==> config.mk <==
export PLATFORM = sky130hd
export DESIGN_NAME = delta_rle_byte_encoder
export DESIGN_NICKNAME = d
export VERILOG_FILES = /design/src/hdl/dre_pkg.sv /design/src/hdl/dre_front.sv /design/src/hdl/dre_queue.sv /design/src/hdl/dre_back.sv /design/src/hdl/delta_rle_byte_encoder.sv
export SDC_FILE = /design/constraint.sdc
export NUM_CORES = 1
export LEC_CHECK = 0
export BUFFER_PORTS_ARGS = -buffer_cell sky130_fd_sc_hd__buf_4
export CAP_MARGIN = 20
export CORE_ASPECT_RATIO = 1.4
export CORE_MARGIN = 10
export CORE_UTILIZATION = 58
export CTS_BUF_LIST = sky130_fd_sc_hd__clkbuf_8
export DETAILED_ROUTE_END_ITERATION = 10
export PLACE_DENSITY_LB_ADDON = 0.05
export SYNTH_ARGS = -nofsm -noshare
export SYNTH_HDL_FRONTEND = slang
export SYNTH_HIERARCHICAL = 1
export SYNTH_SLANG_ARGS = --single-unit
==> constraint.sdc <==
create_clock -name clk_i -period 3.75 [get_ports clk_i]
set_input_delay 0.375 -clock clk_i [delete_from_list [all_inputs] [get_ports clk_i]]
set_output_delay 0.375 -clock clk_i [all_outputs]
set_load 0.02 [all_outputs]
==> src/hdl/dre_pkg.sv <==
`default_nettype none

package dre_pkg;

  // Width of raw bytes, deltas, run counts and code bytes.
  localparam int unsigned ByteW = 8;

  // Default longest run.
  localparam int unsigned MaxRunDefault = 255;

  // Depth of the run record queue between front and back.
  localparam int unsigned QueueDepth = 4;

  // One closed run: its length and its delta value.
  typedef struct packed {
    logic [ByteW-1:0] len;
    logic [ByteW-1:0] val;
  } run_t;

  // One queue entry. The first run is always emitted; the second only when
  // two_runs is set. last marks the record that ends the stream.
  typedef struct packed {
    run_t run_a;
    run_t run_b;
    logic two_runs;
    logic last;
  } rec_t;

endpackage

`default_nettype wire

==> src/hdl/dre_front.sv <==
`default_nettype none

module dre_front #(
  parameter int unsigned MAX_RUN = dre_pkg::MaxRunDefault
) (
  input  wire logic                      clk_i,
  input  wire logic                      rst_ni,
  input  wire logic                      accept_i,
  input  wire logic [dre_pkg::ByteW-1:0] data_byte_i,
  input  wire logic                      end_of_stream_i,
  output      logic                      rec_push_o,
  output      dre_pkg::rec_t             rec_o
);
  import dre_pkg::*;

  localparam logic [ByteW-1:0] MaxRunW = ByteW'(MAX_RUN);
  localparam logic [ByteW-1:0] OneW    = ByteW'(1);

  logic [ByteW-1:0] prior_q, prior_d;
  logic [ByteW-1:0] delta_q, delta_d;
  logic [ByteW-1:0] len_q,   len_d;

  logic [ByteW-1:0] diff;
  logic             closed;
  logic [ByteW-1:0] run_val;
  logic [ByteW-1:0] run_len;
  run_t             closed_run;
  run_t             open_run;

  // Classify the beat: extend the open run, start one, or close it.
  always_comb begin
    diff       = data_byte_i - prior_q;
    closed     = 1'b0;
    closed_run = '{len: len_q, val: delta_q};
    run_val    = diff;
    run_len    = OneW;
    if (len_q == '0) begin
      run_len = OneW;
    end else if (diff == delta_q && len_q < MaxRunW) begin
      run_val = delta_q;
      run_len = len_q + OneW;
    end else begin
      closed = 1'b1;
    end
    open_run = '{len: run_len, val: run_val};
  end

  // Build the queue record for closed and flushed runs.
  always_comb begin
    rec_push_o = accept_i && (closed || end_of_stream_i);
    rec_o.last = end_of_stream_i;
    rec_o.two_runs = closed && end_of_stream_i;
    rec_o.run_b = open_run;
    rec_o.run_a = closed ? closed_run : open_run;
  end

  // Next state; the end of a stream returns everything to reset.
  always_comb begin
    prior_d = prior_q;
    delta_d = delta_q;
    len_d   = len_q;
    if (accept_i) begin
      if (end_of_stream_i) begin
        prior_d = '0;
        delta_d = '0;
        len_d   = '0;
      end else begin
        prior_d = data_byte_i;
        delta_d = run_val;
        len_d   = run_len;
      end
    end
  end

  always_ff @(posedge clk_i or negedge rst_ni) begin
    if (!rst_ni) begin
      prior_q <= '0;
      delta_q <= '0;
      len_q   <= '0;
    end else begin
      prior_q <= prior_d;
      delta_q <= delta_d;
      len_q   <= len_d;
    end
  end

endmodule

`default_nettype wire

==> src/hdl/dre_queue.sv <==
`default_nettype none

module dre_queue #(
  parameter int unsigned DEPTH = dre_pkg::QueueDepth
) (
  input  wire logic          clk_i,
  input  wire logic          rst_ni,
  input  wire logic          push_i,
  input  wire dre_pkg::rec_t rec_i,
  output      logic          full_o,
  input  wire logic          pop_i,
  output      logic          empty_o,
  output      dre_pkg::rec_t rec_o
);
  import dre_pkg::*;

  localparam int unsigned PtrW = (DEPTH > 1) ? $clog2(DEPTH) : 1;
  localparam int unsigned CntW = $clog2(DEPTH + 1);
  localparam logic [CntW-1:0] DepthC = CntW'(DEPTH);
  localparam logic [PtrW-1:0] LastPtr = PtrW'(DEPTH - 1);

  rec_t            mem_q [DEPTH];
  logic [PtrW-1:0] wr_q, wr_d;
  logic [PtrW-1:0] rd_q, rd_d;
  logic [CntW-1:0] cnt_q, cnt_d;

  assign full_o  = (cnt_q == DepthC);
  assign empty_o = (cnt_q == '0);
  assign rec_o   = mem_q[rd_q];

  // Pointer and fill count update.
  always_comb begin
    wr_d  = wr_q;
    rd_d  = rd_q;
    cnt_d = cnt_q;
    if (push_i) begin
      wr_d = (wr_q == LastPtr) ? '0 : wr_q + PtrW'(1);
    end
    if (pop_i) begin
      rd_d = (rd_q == LastPtr) ? '0 : rd_q + PtrW'(1);
    end
    if (push_i && !pop_i) begin
      cnt_d = cnt_q + CntW'(1);
    end else if (!push_i && pop_i) begin
      cnt_d = cnt_q - CntW'(1);
    end
  end

  always_ff @(posedge clk_i or negedge rst_ni) begin
    if (!rst_ni) begin
      wr_q  <= '0;
      rd_q  <= '0;
      cnt_q <= '0;
    end else begin
      wr_q  <= wr_d;
      rd_q  <= rd_d;
      cnt_q <= cnt_d;
    end
  end

  // Record storage.
  always_ff @(posedge clk_i) begin
    if (push_i) begin
      mem_q[wr_q] <= rec_i;
    end
  end

endmodule

`default_nettype wire

==> src/hdl/dre_back.sv <==
`default_nettype none

module dre_back (
  input  wire logic                      clk_i,
  input  wire logic                      rst_ni,
  input  wire logic                      rec_empty_i,
  input  wire dre_pkg::rec_t             rec_i,
  output      logic                      rec_pop_o,
  output      logic                      empty_o,
  input  wire logic                      pop_i,
  output      logic [dre_pkg::ByteW-1:0] code_byte_o,
  output      logic                      code_last_o
);
  import dre_pkg::*;

  logic             phase_q, phase_d;
  logic [1:0]       pos_q, pos_d;
  logic             out_vld_q, out_vld_d;
  logic [ByteW-1:0] byte_q, byte_d;
  logic             last_q, last_d;

  run_t             cur;
  logic             single;
  logic [1:0]       final_pos;
  logic             end_run;
  logic             end_rec;
  logic             step;
  logic [ByteW-1:0] cur_byte;

  // Pick the byte of the current run at the current position.
  always_comb begin
    cur       = phase_q ? rec_i.run_b : rec_i.run_a;
    single    = (cur.len == ByteW'(1));
    final_pos = single ? ((cur.val == '0) ? 2'd1 : 2'd0) : 2'd2;
    case (pos_q)
      2'd0:    cur_byte = (single && cur.val != '0) ? cur.val : '0;
      2'd1:    cur_byte = single ? '0 : cur.len;
      default: cur_byte = cur.val;
    endcase
    end_run   = (pos_q == final_pos);
    end_rec   = end_run && (phase_q || !rec_i.two_runs);
    step      = !rec_empty_i && (!out_vld_q || pop_i);
    rec_pop_o = step && end_rec;
  end

  // Walk through positions and runs; load the output register.
  always_comb begin
    phase_d   = phase_q;
    pos_d     = pos_q;
    out_vld_d = out_vld_q && !pop_i;
    byte_d    = byte_q;
    last_d    = last_q;
    if (step) begin
      out_vld_d = 1'b1;
      byte_d    = cur_byte;
      last_d    = end_rec && rec_i.last;
      if (end_run) begin
        pos_d   = '0;
        phase_d = !end_rec;
      end else begin
        pos_d = pos_q + 2'd1;
      end
    end
  end

  always_ff @(posedge clk_i or negedge rst_ni) begin
    if (!rst_ni) begin
      phase_q   <= 1'b0;
      pos_q     <= '0;
      out_vld_q <= 1'b0;
    end else begin
      phase_q   <= phase_d;
      pos_q     <= pos_d;
      out_vld_q <= out_vld_d;
    end
  end

  always_ff @(posedge clk_i) begin
    byte_q <= byte_d;
    last_q <= last_d;
  end

  assign empty_o     = !out_vld_q;
  assign code_byte_o = byte_q;
  assign code_last_o = last_q;

endmodule

`default_nettype wire

==> src/hdl/delta_rle_byte_encoder.sv <==
`default_nettype none

// Delta and run-length byte encoder. Each input beat carries one raw byte;
// the front stage forms its delta to the previous byte (the first byte of a
// stream against zero), gathers equal deltas into runs of up to MAX_RUN and
// queues each closed run as a record. The back stage expands records into
// code bytes: a lone nonzero delta as itself, a lone zero as 00 00, a longer
// run as 00, count, value. The beat flagged end_of_stream flushes the open
// run, sets code_last on the final code byte and clears all state. The
// front takes one beat per cycle while the record queue has room; the back
// emits one code byte per cycle through its output register while records
// are waiting and that register is empty or being popped. A record is
// written to the queue when the beat that closes its run is accepted; with
// the back idle, its first code byte is then loaded into the output
// register.
module delta_rle_byte_encoder #(
  parameter int unsigned MAX_RUN = dre_pkg::MaxRunDefault
) (
  input  wire logic                      clk_i,
  input  wire logic                      rst_ni,
  input  wire logic                      push,
  output      logic                      full,
  input  wire logic [dre_pkg::ByteW-1:0] data_byte_i,
  input  wire logic                      end_of_stream_i,
  output      logic                      empty,
  input  wire logic                      pop,
  output      logic [dre_pkg::ByteW-1:0] code_byte_o,
  output      logic                      code_last_o
);
  import dre_pkg::*;

  logic accept;
  logic rec_push;
  logic rec_pop;
  logic rec_empty;
  rec_t rec_in;
  rec_t rec_out;

  // A beat is taken whenever push is high and the record queue has room.
  assign accept = push && !full;

  dre_front #(
    .MAX_RUN(MAX_RUN)
  ) u_front (
    .clk_i          (clk_i),
    .rst_ni         (rst_ni),
    .accept_i       (accept),
    .data_byte_i    (data_byte_i),
    .end_of_stream_i(end_of_stream_i),
    .rec_push_o     (rec_push),
    .rec_o          (rec_in)
  );

  dre_queue #(
    .DEPTH(QueueDepth)
  ) u_queue (
    .clk_i  (clk_i),
    .rst_ni (rst_ni),
    .push_i (rec_push),
    .rec_i  (rec_in),
    .full_o (full),
    .pop_i  (rec_pop),
    .empty_o(rec_empty),
    .rec_o  (rec_out)
  );

  dre_back u_back (
    .clk_i      (clk_i),
    .rst_ni     (rst_ni),
    .rec_empty_i(rec_empty),
    .rec_i      (rec_out),
    .rec_pop_o  (rec_pop),
    .empty_o    (empty),
    .pop_i      (pop),
    .code_byte_o(code_byte_o),
    .code_last_o(code_last_o)
  );

endmodule

`default_nettype wire

# --- After elaboration in Yosys (flattened, before gate mapping) ---
# Memory sizes are Yosys's and may differ from the RTL's.
# Index checks and enable logic that the tools add are counted.
word_totals:
  regBits: 44
  ramBits: 136
  out_inout_bits: 11
  mem_count: 1
op_classes:
  addsub: 7
  order_cmp: 1
  n_eq_ne: 7
  muxes: 24
  reduce_logical: 30
memory_table:
  columns: ["name", "depth", "word_bits", "read_ports", "rd_clocked_by_memory_dff", "write_ports", "line", "text"]
  rows:
  - ["u_queue.mem_q", 4, 34, 1, 0, 1, "dre_queue.sv:22", "rec_t mem_q [DEPTH];"]
op_table:
  columns: ["cell", "n"]
  rows:
  - ["8-bit two-way mux", 9]
  - ["16-bit two-way mux", 2]
  - ["8-bit zero test", 2]
  - ["8-bit one-hot mux with 2 select lines", 1]
  - ["1-bit logical AND", 12]
  - ["8-bit by 1-bit adder with 8-bit output (second input constant)", 1]
  - ["8-bit by 1-bit equality test with 1-bit output (second input constant)", 1]
  - ["8-bit equality test", 1]
  - ["1-bit zero test", 8]
  - ["8-bit < comparator (second input constant)", 1]
  - ["2-bit two-way mux", 4]
  - ["8-bit nonzero test", 1]
  - ["8-bit subtractor", 1]
  - ["2-bit by 1-bit adder with 2-bit output (second input constant)", 3]
  - ["1-bit two-way mux", 6]
  - ["3-bit two-way mux", 2]
  - ["2-bit equality test (second input constant)", 2]
  - ["3-bit by 1-bit adder with 3-bit output (second input constant)", 1]
  - ["3-bit equality test (second input constant)", 1]
  - ["3-bit zero test", 1]
  - ["1-bit logical OR", 3]
  - ["3-bit by 1-bit subtractor with 3-bit output (second input constant)", 1]
  - ["2-bit by 1-bit equality test with 1-bit output (second input constant)", 1]
  - ["2-bit equality test", 1]
  - ["3 further kinds", 3]

# --- Logic depth before layout (Yosys ltp) ---
# Gate-level depths: netlist (run 1).
logic_depth:
  depth_word: 11
  mapped_depth: 18

# --- Cells and area by module ---
# The synthesis (run 1) kept the hierarchy.
modules_own_cells:
  columns: ["mod", "instances", "cells_each", "area_per_inst_um2", "seq_area_each_um2"]
  rows:
  - ["dre_queue", 1, 215, 5375.2, 4259.1]
  - ["dre_front", 1, 254, 2088.3, 600.6]
  - ["dre_back", 1, 97, 925.9, 370.4]
  - ["delta_rle_byte_encoder", 1, 1, 13.8, 0.0]

# --- Worst setup path before layout (run 1) ---
# Ideal clock, no wire load.
synth_path:
  kind: "register to register"
  start: "register u_queue.rd_q[0]"
  end: "register u_queue.cnt_q[1]"
  setup_ps: 125
  arrival_time_ps: 3563
  t_required_ps: 3625
  path_slack_ps: 62
  stages_incl_launch_ff: 15
  synth_period_minus_slack_ps: 3688
  cell_sequence: "dfrtp_1 -> buf_6 -> buf_12 -> mux4_2 -> or4b_1 -> o22a_1 -> nor2_4 -> xnor2_1 -> o41a_1 -> nor2_1 -> inv_1 -> ha_1 -> inv_1 -> fa_1 -> mux2_2"
synth_rtl:
  columns: ["item", "line", "text"]
  rows:
  - ["from (decl)", "dre_queue.sv:24", "logic [PtrW-1:0] rd_q, rd_d;"]
  - ["from (signal assigned)", "dre_queue.sv:56", "rd_q <= rd_d;"]
  - ["to (signal assigned)", "dre_queue.sv:57", "cnt_q <= cnt_d;"]
  - ["to (decl)", "dre_queue.sv:25", "logic [CntW-1:0] cnt_q, cnt_d;"]

==> summary.txt, run 1 <==
Synth
  • Share of synthesized registers carrying an async set or reset: 19.4%
  • Seq/Total Area, Yosys: 62.2%
  • Synth Warn #: 6
  • Top-area cell type share of the netlist area: 51.8%
  • Main synth FF type: sky130_fd_sc_hd__edfxtp_1
  • Yosys top cell by area: sky130_fd_sc_hd__edfxtp_1
  • Commonest cells in the netlist: sky130_fd_sc_hd__edfxtp_1, sky130_fd_sc_hd__dfrtp_1, sky130_fd_sc_hd__nand2_1, sky130_fd_sc_hd__o21ai_0, sky130_fd_sc_hd__inv_1
  • Number of unique standard cell types used by synthesis: 71
  • Count leader, synth: sky130_fd_sc_hd__edfxtp_1
  • Register bit count reported by yosys: 180
  • Area of the mapped netlist: 8400 um^2
  • Biggest area contributors in the synthesized netlist: sky130_fd_sc_hd__edfxtp_1, sky130_fd_sc_hd__dfrtp_1, sky130_fd_sc_hd__mux4_2
  • Syn Area/Cell: 14.8 um^2
  • Number of instances in the synthesized netlist: 567
  • Count of flip-flops with a built-in enable after synthesis: 145
  • Number of nets in the synthesized netlist: 600

Placement
  • Weighted congestion at the end of routability-driven global placement: 0.880
  • Placed wire-length estimate: around 11 mm
  • Number of buffers added on ports: 23

Critical path
  • Reg2Reg Setup Slack: -30 ps
  • Sum of buffers and inverters on the critical path: 3
  • Crit path launch: u_queue/rd_q[0]
  • Startpoint-to-endpoint class of the critical path: reg2reg
  • Critical-path cell list: buf_12 > mux4_2 > or4b_1 > o22a_1 > nor2_4 > xnor2_2 > o41a_1 > nor2_4 > inv_2 > ha_4 > inv_2 > fa_1 > mux2_4
  • R2r startpoint: u_queue/rd_q[0]
  • Critical path startpoint category: register
  • Worst-path fanout max: 8
  • Worst stage delay on the critical path: 540 ps
  • Data required time of the worst path: 4090 ps
  • Worst EP arrival: 4110 ps
  • Critical Path Sink Type: register
  • Cell class contributing the biggest share of worst-path delay: simple AND/OR/NAND/NOR gates
  • Cell type of the slowest stage on the worst timing path: sky130_fd_sc_hd__or4b_1

Power and ir drop
  • Internal power of the cells: between 4 and 5 mW
  • NetSw: 2.39 mW
  • Sw Ratio: 33.4%
  • Worst supply voltage drop on vdd: between 0.3 and 0.4 mV
  • Total power after layout: a little over 7 mW
  • Static power due to leakage: 3.37 nW
  • Sequential group share of total power: 41.1%
  • Comb power frac: 38.8%
  • Power density normalized to cell area: 763 nW/um^2
  • Clock share of power: between 20% and 30%

Timing
  • Fin crit share: 101%
  • Minimum setup slack in the final design: -25.0 ps
  • Worst max-slew margin expressed relative to the limit: 58.0%
  • Final TNS setup: -25.0 ps
  • Worst hold slack: 164 ps
  • Endpoints failing setup: 1
  • Setup Skew: 15.7 ps
  • Slew @ Worst Pin: 624 ps
  • Final period demand of the worst path: 3780 ps
  • Hold violation total from the final report: 0
  • Final number of max-transition violations: 0
  • Unrepaired setup endpoints after global routing: yes
  • Achievable frequency: 265 MHz

GRT
  • Global-route usage over all layers: 17.5%
  • Global-route wire length before repair: 26.4 mm
  • Antenna violations before repair: 0
  • Number of global-route vias before repair: 4860
  • Remaining global-route overflow: 0
  • Maximum number of pins on one net before global-route repair: 36

Die
  • Floorplan Core Area: 14300 um^2
  • Starting utilization of the core area: 58.7%
  • Count of pins on the block boundary: 24
  • Horizontal extent of the die: around 120 um
  • Die Footprint: 19800 um^2
  • Vertical extent of the die: 162 um
  • Std cell rows: 52

Drt
  • Count of nets left with antenna violations after detail routing: 0
  • Total Wirelength: around 17 mm
  • Routed vias: 4796
  • Average via count per standard cell: 5.94
  • Average wire per cell in the routed design: 20.7 um
  • DRC viols: 0
  • Number of violations reported at the end of detailed-routing iteration 0: 366
  • Iteration count of the initial detailed-routing pass: 5

Run status
  • Outcome: finished, violations left
  • Violations in the final reports: setup timing

Clocking
  • TritonCTS buffer count: 17
  • Clock transition at the registers of the reported paths: 90 ps
  • Clock tree from TritonCTS: built
  • Root buffer cell: sky130_fd_sc_hd__clkbuf_8
  • Sink count of the clock tree: between 150 and 200
  • Clock Latency Late Sink: around 460 ps
  • Htree depth: 4
  • Clock buffer depth: 2

Layout
  • Share of layout cells above drive strength 1: 22.1%
  • Total number of nets in the final design: 639
  • Layout-stage area growth over the synthesis result: 11.6%
  • Number of antenna cells inserted: 0

Flow run
  • Reported max-cap violation count: 0

Worst hold path
  • Min-Delay Startpoint: data_byte_i[2]
  • Hold Path Class: in2reg
## logic make-up after synthesis
group | after synthesis | share of synthesized area, %
adder cells (fa/ha/maj) | 20 | 3.16
flip-flops | 180 | 62.2
AND/OR/NAND/NOR | 138 | 8.92
buffers and inverters | 62 | 3.92
AO/OA/AOI/OAI | 87 | 6.85
XOR/XNOR | 26 | 2.93
multiplexers | 54 | 12.0
## layout make-up
cell class / instances / area (um^2)
Multi-Input combinational cell: 325 / 2880
Tap cell: 189 / 236
Fill cell: 1066 / 4930
Inverter: 30 / 113
Clock inverter: 14 / 194
Sequential cell: 180 / 5230
Timing Repair Buffer: 52 / 475
Clock buffer: 18 / 248
## registers in the layout, summed over array words and instances, names as in the netlist
signal / count
u_back/code_byte_o: 8
u_back/code_last_o: 1
u_back/out_vld_q: 1
u_back/phase_q: 1
u_back/pos_q: 2
u_front/delta_q: 8
u_front/len_q: 8
u_front/prior_q: 8
u_queue/cnt_q: 3
u_queue/mem_q: 136
u_queue/rd_q: 2
u_queue/wr_q: 2
## cell usage in the layout, fill, tap and decap left out, types with 13 or more instances in the layout
cell and instances:
sky130_fd_sc_hd__edfxtp_1 145, sky130_fd_sc_hd__buf_4 45, sky130_fd_sc_hd__dfrtp_1 34, sky130_fd_sc_hd__nand2_1 32, sky130_fd_sc_hd__o21ai_0 32, sky130_fd_sc_hd__inv_1 30, sky130_fd_sc_hd__mux4_2 29, sky130_fd_sc_hd__nor2_1 22
sky130_fd_sc_hd__clkbuf_8 18, sky130_fd_sc_hd__ha_1 17, sky130_fd_sc_hd__xnor2_1 17, sky130_fd_sc_hd__nand3_1 16, sky130_fd_sc_hd__nor3_1 13, sky130_fd_sc_hd__a21oi_1 13
## timing repair
action,in CTS,in global routing
pin swaps,0,7
hold buffers,1,0
hold endpoints to repair,35,0
setup buffers,1,5
setup endpoints to repair,1,2
resized for setup,0,12
## power by group through the flow
stage / sequential [mW] / combinational (mW) / clock, mW
6_report: 2.94 / 2.77 / 1.44
5_1_grt: 2.98 / 3.03 / 1.56
4_1_cts: 2.94 / 2.68 / 1.47
3_5_place_dp: 3.00 / 2.63 / 0
3_3_place_gp: 2.98 / 2.58 / 0
2_1_floorplan: 2.97 / 1.90 / 0
## worst reg2reg max path, delay by kind of cell, from the launching register on
kind	cells	cell delay, ps
xor+xnor	1	100
mux	2	790
buf+inv	3	250
simple gates	3	860
compound gates	2	690
fa+ha+maj	2	560
flops	1	400
## final timing paths
path / endpoint / cells past startpoint
max: u_queue/cnt_q[1] / 13
min: u_front/prior_q[2] / 3
max reg2reg: u_queue/cnt_q[1] / 13
min reg2reg: u_queue/cnt_q[2] / 1
max in group asynchronous: u_queue/wr_q[0] / 2
min in group asynchronous: u_queue/rd_q[0] / 2
## metal layers
layer	vias to the layer above	track usage, %	part of all wire, %
met2	102	28.1	51
met5	-	0	0
met4	0	6.14	1.7
met1	2434	22.7	43
met3	20	4.09	3.9
li1	2240	-	-
## through the flow
step	util [%]	setup slack, ps	std cells	area, um^2
2_1_floorplan	-	62.3	567	8400
4_1_cts	64.9	33.4	803	9280
3_5_place_dp	61.6	-5.91	769	8810
5_1_grt	65.5	-101	808	9380
6_report	65.5	-25.0	808	9380
3_3_place_gp	61.6	54.3	769	8810
No activity file was read; power rests on OpenSTA's default activity.
==> run 2: changes to the inputs <==
--- a/config.mk
+++ b/config.mk
@@ -15,5 +15,4 @@
 export PLACE_DENSITY_LB_ADDON = 0.05
 export SYNTH_ARGS = -nofsm -noshare
 export SYNTH_HDL_FRONTEND = slang
-export SYNTH_HIERARCHICAL = 1
 export SYNTH_SLANG_ARGS = --single-unit
==> summary.txt, run 2 <==
Timing
  • Achievable frequency: 274 MHz (was 265 MHz)
  • Minimum setup slack in the final design: 97.9 ps (was -25.0 ps)
  • Setup Skew: 17.0 ps (was 15.7 ps)
  • Unrepaired setup endpoints after global routing: yes (unchanged)
  • Final period demand of the worst path: 3650 ps (was 3780 ps)
  • Slew @ Worst Pin: 694 ps (was 624 ps)
  • Hold violation total from the final report: 0 (unchanged)
  • Worst max-slew margin expressed relative to the limit: 53.7% (was 58.0%)
  • Final number of max-transition violations: 0 (unchanged)
  • Fin crit share: 97.4% (was 101%)
  • Endpoints failing setup: 0 (was 1)

Flow run
  • Reported max-cap violation count: 0 (unchanged)

Synth
  • Number of unique standard cell types used by synthesis: 62 (was 71)
  • Biggest area contributors in the synthesized netlist: sky130_fd_sc_hd__edfxtp_1, sky130_fd_sc_hd__dfrtp_1, sky130_fd_sc_hd__mux4_2 (unchanged)
  • Number of instances in the synthesized netlist: 619 (was 567)
  • Synth Warn #: 0 (was 6)
  • Share of synthesized registers carrying an async set or reset: 19.4% (unchanged)
  • Yosys top cell by area: sky130_fd_sc_hd__edfxtp_1 (unchanged)
  • Main synth FF type: sky130_fd_sc_hd__edfxtp_1 (unchanged)
  • Syn Area/Cell: 13.9 um^2 (was 14.8 um^2)
  • Area of the mapped netlist: 8580 um^2 (was 8400 um^2)
  • Register bit count reported by yosys: 180 (unchanged)
  • Count leader, synth: sky130_fd_sc_hd__edfxtp_1 (unchanged)
  • Commonest cells in the netlist: sky130_fd_sc_hd__edfxtp_1, sky130_fd_sc_hd__nand2_1, sky130_fd_sc_hd__dfrtp_1, sky130_fd_sc_hd__o21ai_0, sky130_fd_sc_hd__mux2i_1 (was sky130_fd_sc_hd__edfxtp_1, sky130_fd_sc_hd__dfrtp_1, sky130_fd_sc_hd__nand2_1, sky130_fd_sc_hd__o21ai_0, sky130_fd_sc_hd__inv_1)
  • Count of flip-flops with a built-in enable after synthesis: 145 (unchanged)
  • Number of nets in the synthesized netlist: 652 (was 600)
  • Top-area cell type share of the netlist area: 50.8% (was 51.8%)
  • Seq/Total Area, Yosys: 61.0% (was 62.2%)

Drt
  • Count of nets left with antenna violations after detail routing: 0 (unchanged)
  • Iteration count of the initial detailed-routing pass: 5 (unchanged)
  • Number of violations reported at the end of detailed-routing iteration 0: 393 (was 366)
  • Routed vias: 5366 (was 4796)
  • Average wire per cell in the routed design: 20.9 um (was 20.7 um)
  • DRC viols: 0 (unchanged)
  • Average via count per standard cell: 6.08 (was 5.94)
  • Total Wirelength: 18.5 mm (was 16.7 mm)

GRT
  • Global-route usage over all layers: 18.9% (was 17.5%)
  • Antenna violations before repair: 0 (unchanged)
  • GRT Max-Usage Layer: met2 (unchanged)
  • Fraction of met3 tracks used by global routing: 3.64% (was 4.09%)
  • GR met2 Demand/Resource: 31.3% (was 28.1%)
  • Number of global-route vias before repair: 5470 (was 4860)
  • Met1 global-route usage: 23.9% (was 22.7%)
  • Remaining global-route overflow: 0 (unchanged)
  • Global-route wire length before repair: 29.4 mm (was 26.4 mm)
  • Maximum number of pins on one net before global-route repair: 52 (was 36)

Die
  • Floorplan Core Area: 14500 um^2 (was 14300 um^2)
  • Starting utilization of the core area: 59.1% (was 58.7%)
  • Count of pins on the block boundary: 24 (unchanged)
  • Horizontal extent of the die: 123 um (was 122 um)
  • Std cell rows: 52 (unchanged)
  • Vertical extent of the die: 164 um (was 162 um)
  • Die Footprint: 20100 um^2 (was 19800 um^2)

Clocking
  • Clock tree from TritonCTS: built (unchanged)
  • Clock transition at the registers of the reported paths: 100 ps (was 90 ps)
  • Root buffer cell: sky130_fd_sc_hd__clkbuf_8 (unchanged)
  • Htree depth: 4 (unchanged)
  • Clock Latency Late Sink: 450 ps (was 460 ps)
  • TritonCTS buffer count: 17 (unchanged)
  • Clock buffer depth: 2 (unchanged)
  • Sink count of the clock tree: 180 (unchanged)

Power and ir drop
  • Static power due to leakage: 3.65 nW (was 3.37 nW)
  • Worst supply voltage drop on vdd: 0.376 mV (was 0.353 mV)
  • Total power after layout: 7.22 mW (was 7.16 mW)
  • Power density normalized to cell area: 727 nW/um^2 (was 763 nW/um^2)

Critical path
  • Reg2Reg Setup Slack: 100 ps (was -30 ps)
  • Startpoint-to-endpoint class of the critical path: reg2reg (unchanged)
  • Critical Path Sink Type: register (unchanged)
  • Worst EP arrival: 3990 ps (was 4110 ps)
  • Data required time of the worst path: 4090 ps (about the same)
  • Critical path startpoint category: register (unchanged)
  • Worst-path fanout max: 6 (was 8)

Placement
  • Number of buffers added on ports: 23 (unchanged)
  • Weighted congestion at the end of routability-driven global placement: 0.849 (was 0.880)
  • Placed wire-length estimate: 12.6 mm (was 11.4 mm)
  • Pre-CTS setup slack: -301 ps (was -5.91 ps)

Layout
  • Share of layout cells above drive strength 1: 28.1% (was 22.1%)
  • Register with the most flip-flops: u_queue.mem_q (was u_queue/mem_q)
  • Number of antenna cells inserted: 0 (unchanged)
  • Leading cell type in the layout, fill and taps excluded: sky130_fd_sc_hd__edfxtp_1 (unchanged)
  • Layout fillers: 1028 (was 1066)
  • Total number of nets in the final design: 714 (was 639)
  • Layout-stage area growth over the synthesis result: 15.7% (was 11.6%)
  • Flip-flop count of the largest register, all copies and words added: 136 (unchanged)
  • Most frequent cells in the layout: sky130_fd_sc_hd__edfxtp_1, sky130_fd_sc_hd__buf_4, sky130_fd_sc_hd__nand2_1, sky130_fd_sc_hd__dfrtp_1, sky130_fd_sc_hd__o21ai_0 (was sky130_fd_sc_hd__edfxtp_1, sky130_fd_sc_hd__buf_4, sky130_fd_sc_hd__dfrtp_1, sky130_fd_sc_hd__nand2_1, sky130_fd_sc_hd__o21ai_0)

Worst hold path
  • Hold Path Class: in2reg (unchanged)

Run status
  • Outcome: finished, final reports clean (was finished, violations left)
run 2: changes by cell type after synthesis, sizes merged, moves of 6 or more:
cell | before | now
nand3b | 8 | 2
mux2i | 8 | 26
mux4 | 34 | 24
mux2 | 12 | 22
nand2b | 9 | 15
nand3 | 18 | 12
buf | 15 | 21
a2111oi | 1 | 7
nand2 | 32 | 48
or3 | 1 | 10
run 2: per-layer routing:
metal | vias to the layer above | share of wire [%]
li1 | 2472 | -
met1 | 2669 | 42
met2 | 184 | 50
met3 | 41 | 5.4
met4 | 0 | 2.6
met5 | - | 0
run 2: repair_timing:
action,CTS,global route
hold endpoints to repair,35,0
hold buffers,1,0
buffers inserted,0,6
cloned,0,2
gates resized for setup,8,33
endpoints found under the setup margin,10,55
pin swaps,2,7
run 2: logic make-up (layout without fill, tap and decap cells):
kind of cell             Yosys count  after routing  share of synthesized area [%]
flip-flops                       180            180                           61.0
adder cells (fa/ha/maj)           20             20                           3.09
AND/OR/NAND/NOR                  165            166                           10.0
XOR/XNOR                          23             23                           2.76
AO/OA/AOI/OAI                     99             99                           7.90
buffers and inverters             60            134                           3.05
multiplexers                      72             72                           12.2
run 2: through the flow:
step / hold slack [ps] / TNS, ps / utilization (%) / cell area, um^2 / cells
2_1_floorplan: 79.4 / 0 / - / 8600 / 619
3_3_place_gp: 399 / -2910 / 64.0 / 9280 / 843
3_5_place_dp: 399 / -8110 / 64.0 / 9280 / 843
4_1_cts: 167 / -2.66 / 67.0 / 9720 / 876
5_1_grt: 192 / -124 / 68.4 / 9930 / 883
6_report: 194 / 0 / 68.4 / 9930 / 883
run 2: path summary, 6_finish.rpt:
kind                                       to                from  depth (start not counted)
setup / recovery             u_queue.cnt_q[1]      u_back.phase_q                         12
min in group asynchronous    u_front.len_q[5]              rst_ni                          2
setup reg to reg             u_queue.cnt_q[1]      u_back.phase_q                         12
hold reg to reg            u_front.prior_q[4]  u_front.prior_q[4]                          2
hold / removal             u_front.prior_q[7]      data_byte_i[7]                          3
max in group asynchronous     u_queue.rd_q[1]              rst_ni                          2
run 2: worst max-delay path, cell delays in order, from the launching register on:
cell and delay, ps:
sky130_fd_sc_hd__dfrtp_2 480, sky130_fd_sc_hd__buf_12 170, sky130_fd_sc_hd__mux2_4 310, sky130_fd_sc_hd__or3_4 390
sky130_fd_sc_hd__a221oi_4 320, sky130_fd_sc_hd__o211ai_1 240, sky130_fd_sc_hd__nor4_1 330, sky130_fd_sc_hd__or3b_4 230
sky130_fd_sc_hd__nand3_4 120, sky130_fd_sc_hd__ha_4 200, sky130_fd_sc_hd__inv_2 50, sky130_fd_sc_hd__fa_2 420
sky130_fd_sc_hd__mux2_2 260
run 2: layout make-up:
class | count | area, um^2 | share of cell area (%)
Timing Repair Buffer | 77 | 693 | 6.98
Tap cell | 189 | 236 | 2.38
Clock buffer | 17 | 234 | 2.36
Inverter | 25 | 93.8 | 0.945
Sequential cell | 180 | 5230 | 52.7
Clock inverter | 15 | 145 | 1.46
Multi-Input combinational cell | 380 | 3290 | 33.2
run 2: power breakdown:
| part | total [mW] | internal (mW) | switching, mW |
|---|---|---|---|
| logic | 2.97 | 1.35 | 1.62 |
| clock network | 1.27 | 0.542 | 0.726 |
| registers | 2.98 | 2.76 | 0.224 |
==> run 3: changes to the inputs <==
--- a/config.mk
+++ b/config.mk
@@ -12,7 +12,7 @@
 export CORE_UTILIZATION = 58
 export CTS_BUF_LIST = sky130_fd_sc_hd__clkbuf_8
 export DETAILED_ROUTE_END_ITERATION = 10
-export PLACE_DENSITY_LB_ADDON = 0.05
+export PLACE_DENSITY_LB_ADDON = 0.3
 export SYNTH_ARGS = -nofsm -noshare
 export SYNTH_HDL_FRONTEND = slang
 export SYNTH_SLANG_ARGS = --single-unit
==> summary.txt, run 3 (synthesis results as in run 2) <==
Die
  • Horizontal extent of the die: 123 um (unchanged)
  • Std cell rows: 52 (unchanged)
  • Floorplan Core Area: 14500 um^2 (unchanged)
  • Die Footprint: 20100 um^2 (unchanged)
  • Count of pins on the block boundary: 24 (unchanged)
  • Vertical extent of the die: 164 um (unchanged)
  • Starting utilization of the core area: 59.1% (unchanged)

Drt
  • Average via count per standard cell: 6.19 (was 6.08)
  • Average wire per cell in the routed design: 21.5 um (was 20.9 um)
  • Total Wirelength: 19.2 mm (was 18.5 mm)
  • Iteration count of the initial detailed-routing pass: 5 (unchanged)
  • DRC viols: 0 (unchanged)
  • Count of nets left with antenna violations after detail routing: 0 (unchanged)
  • Routed vias: 5532 (was 5366)
  • Number of violations reported at the end of detailed-routing iteration 0: 570 (was 393)

Critical path
  • Critical Path Sink Type: register (unchanged)
  • Data required time of the worst path: 4100 ps (was 4090 ps)
  • Startpoint-to-endpoint class of the critical path: reg2reg (unchanged)
  • R2r startpoint: u_back.phase_q (unchanged)
  • Worst-path fanout max: 7 (was 6)
  • Critical path startpoint category: register (unchanged)
  • Reg2Reg Setup Slack: -7 ps (was 100 ps)
  • Worst EP arrival: 4110 ps (was 3990 ps)
  • End of the worst register-to-register path: u_queue.cnt_q[1] (unchanged)
  • Depth of the most critical reg-to-reg path: 14 (was 12)

Power and ir drop
  • Power density normalized to cell area: 732 nW/um^2 (was 727 nW/um^2)
  • Comb power frac: 42.2% (was 41.1%)
  • Internal power of the cells: 4.74 mW (was 4.65 mW)
  • Worst supply voltage drop on vdd: 0.346 mV (was 0.376 mV)
  • Sw Ratio: 36.0% (was 35.6%)
  • Clock share of power: 17.1% (was 17.6%)
  • NetSw: 2.67 mW (was 2.57 mW)
  • Static power due to leakage: 3.72 nW (was 3.65 nW)
  • Sequential group share of total power: 40.7% (was 41.3%)

Timing
  • Setup Skew: 19.8 ps (was 17.0 ps)
  • Slew @ Worst Pin: 626 ps (was 694 ps)
  • Final number of max-transition violations: 0 (unchanged)
  • Minimum setup slack in the final design: -7.33 ps (was 97.9 ps)
  • Endpoints failing setup: 1 (was 0)
  • Final TNS setup: -7.33 ps (was 0 ps)
  • Worst max-slew margin expressed relative to the limit: 58.3% (was 53.7%)
  • Achievable frequency: 266 MHz (was 274 MHz)
  • Hold violation total from the final report: 0 (unchanged)
  • Final period demand of the worst path: 3760 ps (was 3650 ps)
  • Unrepaired setup endpoints after global routing: yes (unchanged)
  • Fin crit share: 100% (was 97.4%)

GRT
  • Global-route usage over all layers: 19.0% (was 18.9%)
  • Remaining global-route overflow: 0 (unchanged)
  • Maximum number of pins on one net before global-route repair: 43 (was 52)
  • Antenna violations before repair: 0 (unchanged)
  • Global-route wire length before repair: 29.2 mm (was 29.4 mm)
  • Number of global-route vias before repair: 5444 (was 5470)

Clocking
  • Root buffer cell: sky130_fd_sc_hd__clkbuf_8 (unchanged)
  • Clock Latency Late Sink: 460 ps (was 450 ps)
  • TritonCTS buffer count: 17 (unchanged)
  • Htree depth: 4 (unchanged)
  • Clock transition at the registers of the reported paths: 100 ps (about the same)
  • Clock tree from TritonCTS: built (unchanged)
  • Clock buffer depth: 2 (unchanged)
  • Sink count of the clock tree: 180 (unchanged)

Layout
  • Final cell utilization of the core: 69.8% (was 68.4%)
  • Number of cells in the finished layout apart from fillers: 893 (was 883)
  • Register with the most flip-flops: u_queue.mem_q (unchanged)
  • Most frequent cells in the layout: sky130_fd_sc_hd__edfxtp_1, sky130_fd_sc_hd__buf_4, sky130_fd_sc_hd__nand2_1, sky130_fd_sc_hd__dfrtp_1, sky130_fd_sc_hd__o21ai_0 (unchanged)
  • Number of antenna cells inserted: 0 (unchanged)
  • Total number of nets in the final design: 724 (was 714)
  • Leading cell type in the layout, fill and taps excluded: sky130_fd_sc_hd__edfxtp_1 (unchanged)
  • Share of layout cells above drive strength 1: 29.1% (was 28.1%)
  • Seq. cell area: 5240 um^2 (was 5230 um^2)
  • Area occupied by multi-input gates: 3350 um^2 (was 3290 um^2)
  • Layout-stage area growth over the synthesis result: 18.0% (was 15.7%)
  • Flip-flop count of the largest register, all copies and words added: 136 (unchanged)
  • Layout fillers: 938 (was 1028)

Worst hold path
  • Min-Delay Startpoint: data_byte_i[2] (was data_byte_i[7])
  • Hold Path Class: in2reg (unchanged)
  • Destination of the worst hold path: u_front.prior_q[2] (was u_front.prior_q[7])
  • Worst hold path cell count: 3 (unchanged)

Placement
  • Weighted congestion at the end of routability-driven global placement: 0.908 (was 0.849)
  • Cell Count Post-Placement: 840 (was 843)
  • Pre-CTS setup slack: -249 ps (was -301 ps)
  • Number of buffers added on ports: 23 (unchanged)
  • Placed wire-length estimate: 12.6 mm (about the same)

Flow run
  • Reported max-cap violation count: 0 (unchanged)

Run status
  • Violations in the final reports: setup timing
  • Outcome: finished, violations left (was finished, final reports clean)
-- run 3: worst max path at each step --
| stage | startpoint | endpoint | slack [ps] | cells after the start |
|---|---|---|---|---|
| 5_1_grt | u_back.phase_q | u_queue.cnt_q[1] | -120 | 14 |
| 3_3_place_gp | data_byte_i[0] | u_queue.mem_q[0][33] | -190 | 15 |
| 3_5_place_dp | data_byte_i[0] | u_queue.cnt_q[1] | -250 | 16 |
| 2_1_floorplan | data_byte_i[0] | u_queue.cnt_q[1] | 3 | 15 |
| 6_report | u_back.phase_q | u_queue.cnt_q[1] | -7 | 14 |
| 4_1_cts | u_back.phase_q | u_queue.cnt_q[2] | -20 | 15 |
-- run 3: timing repair --
action                                 4_1_cts  5_1_grt
endpoints found under the hold margin       35        0
gates cloned                                 0        3
pin swaps                                    5       16
buffers inserted                             6       12
gates resized for setup                     14       42
setup endpoints to repair                   22       52
hold buffers                                 1        0
-- run 3: final cells by class --
type / count / area share, %
clock buffers: 17 / 2.31
clock inverters: 15 / 1.47
inverters: 25 / 0.927
multi-input cells: 380 / 33.1
flip-flops and latches: 180 / 51.7
well taps: 189 / 2.34
repair buffers: 87 / 8.14
-- run 3: layer usage --
metal | up-vias | GRT usage (%) | part of all wire [%]
li1 | 2496 | - | -
met1 | 2754 | 22.9 | 39
met2 | 244 | 32.8 | 53
met3 | 38 | 3.33 | 5.6
met4 | 0 | 7.47 | 2.4
met5 | - | 0 | 0
-- run 3: critical path, cell delays in order, from the launching register on --
cell	delay, ps
sky130_fd_sc_hd__dfrtp_4	570
sky130_fd_sc_hd__buf_8	180
sky130_fd_sc_hd__buf_12	120
sky130_fd_sc_hd__mux4_2	320
sky130_fd_sc_hd__or2_1	280
sky130_fd_sc_hd__a2111oi_4	290
sky130_fd_sc_hd__o2111a_2	270
sky130_fd_sc_hd__buf_4	110
sky130_fd_sc_hd__nor4b_2	220
sky130_fd_sc_hd__or3b_4	200
sky130_fd_sc_hd__nand3_4	120
sky130_fd_sc_hd__ha_4	200
sky130_fd_sc_hd__inv_1	60
sky130_fd_sc_hd__fa_2	420
sky130_fd_sc_hd__mux2_2	270
-- run 3: power by group through the flow --
| stage | sequential, mW | clock [mW] | combinational [mW] |
|---|---|---|---|
| 2_1_floorplan | 3.01 | 0 | 1.84 |
| 3_3_place_gp | 3.04 | 0 | 2.65 |
| 3_5_place_dp | 3.06 | 0 | 2.73 |
| 4_1_cts | 3.00 | 1.28 | 2.86 |
| 5_1_grt | 3.06 | 1.37 | 3.35 |
| 6_report | 3.01 | 1.27 | 3.13 |
-- run 3: through the flow --
| step | power [mW] | hold slack, ps | cell area [um^2] |
|---|---|---|---|
| after floorplan | 4.85 | 79.4 | 8600 |
| after global placement | 5.69 | 378 | 9260 |
| after detailed placement | 5.80 | 382 | 9260 |
| after CTS | 7.14 | 179 | 9770 |
| after global routing | 7.78 | 197 | 10100 |
| final | 7.41 | 188 | 10100 |
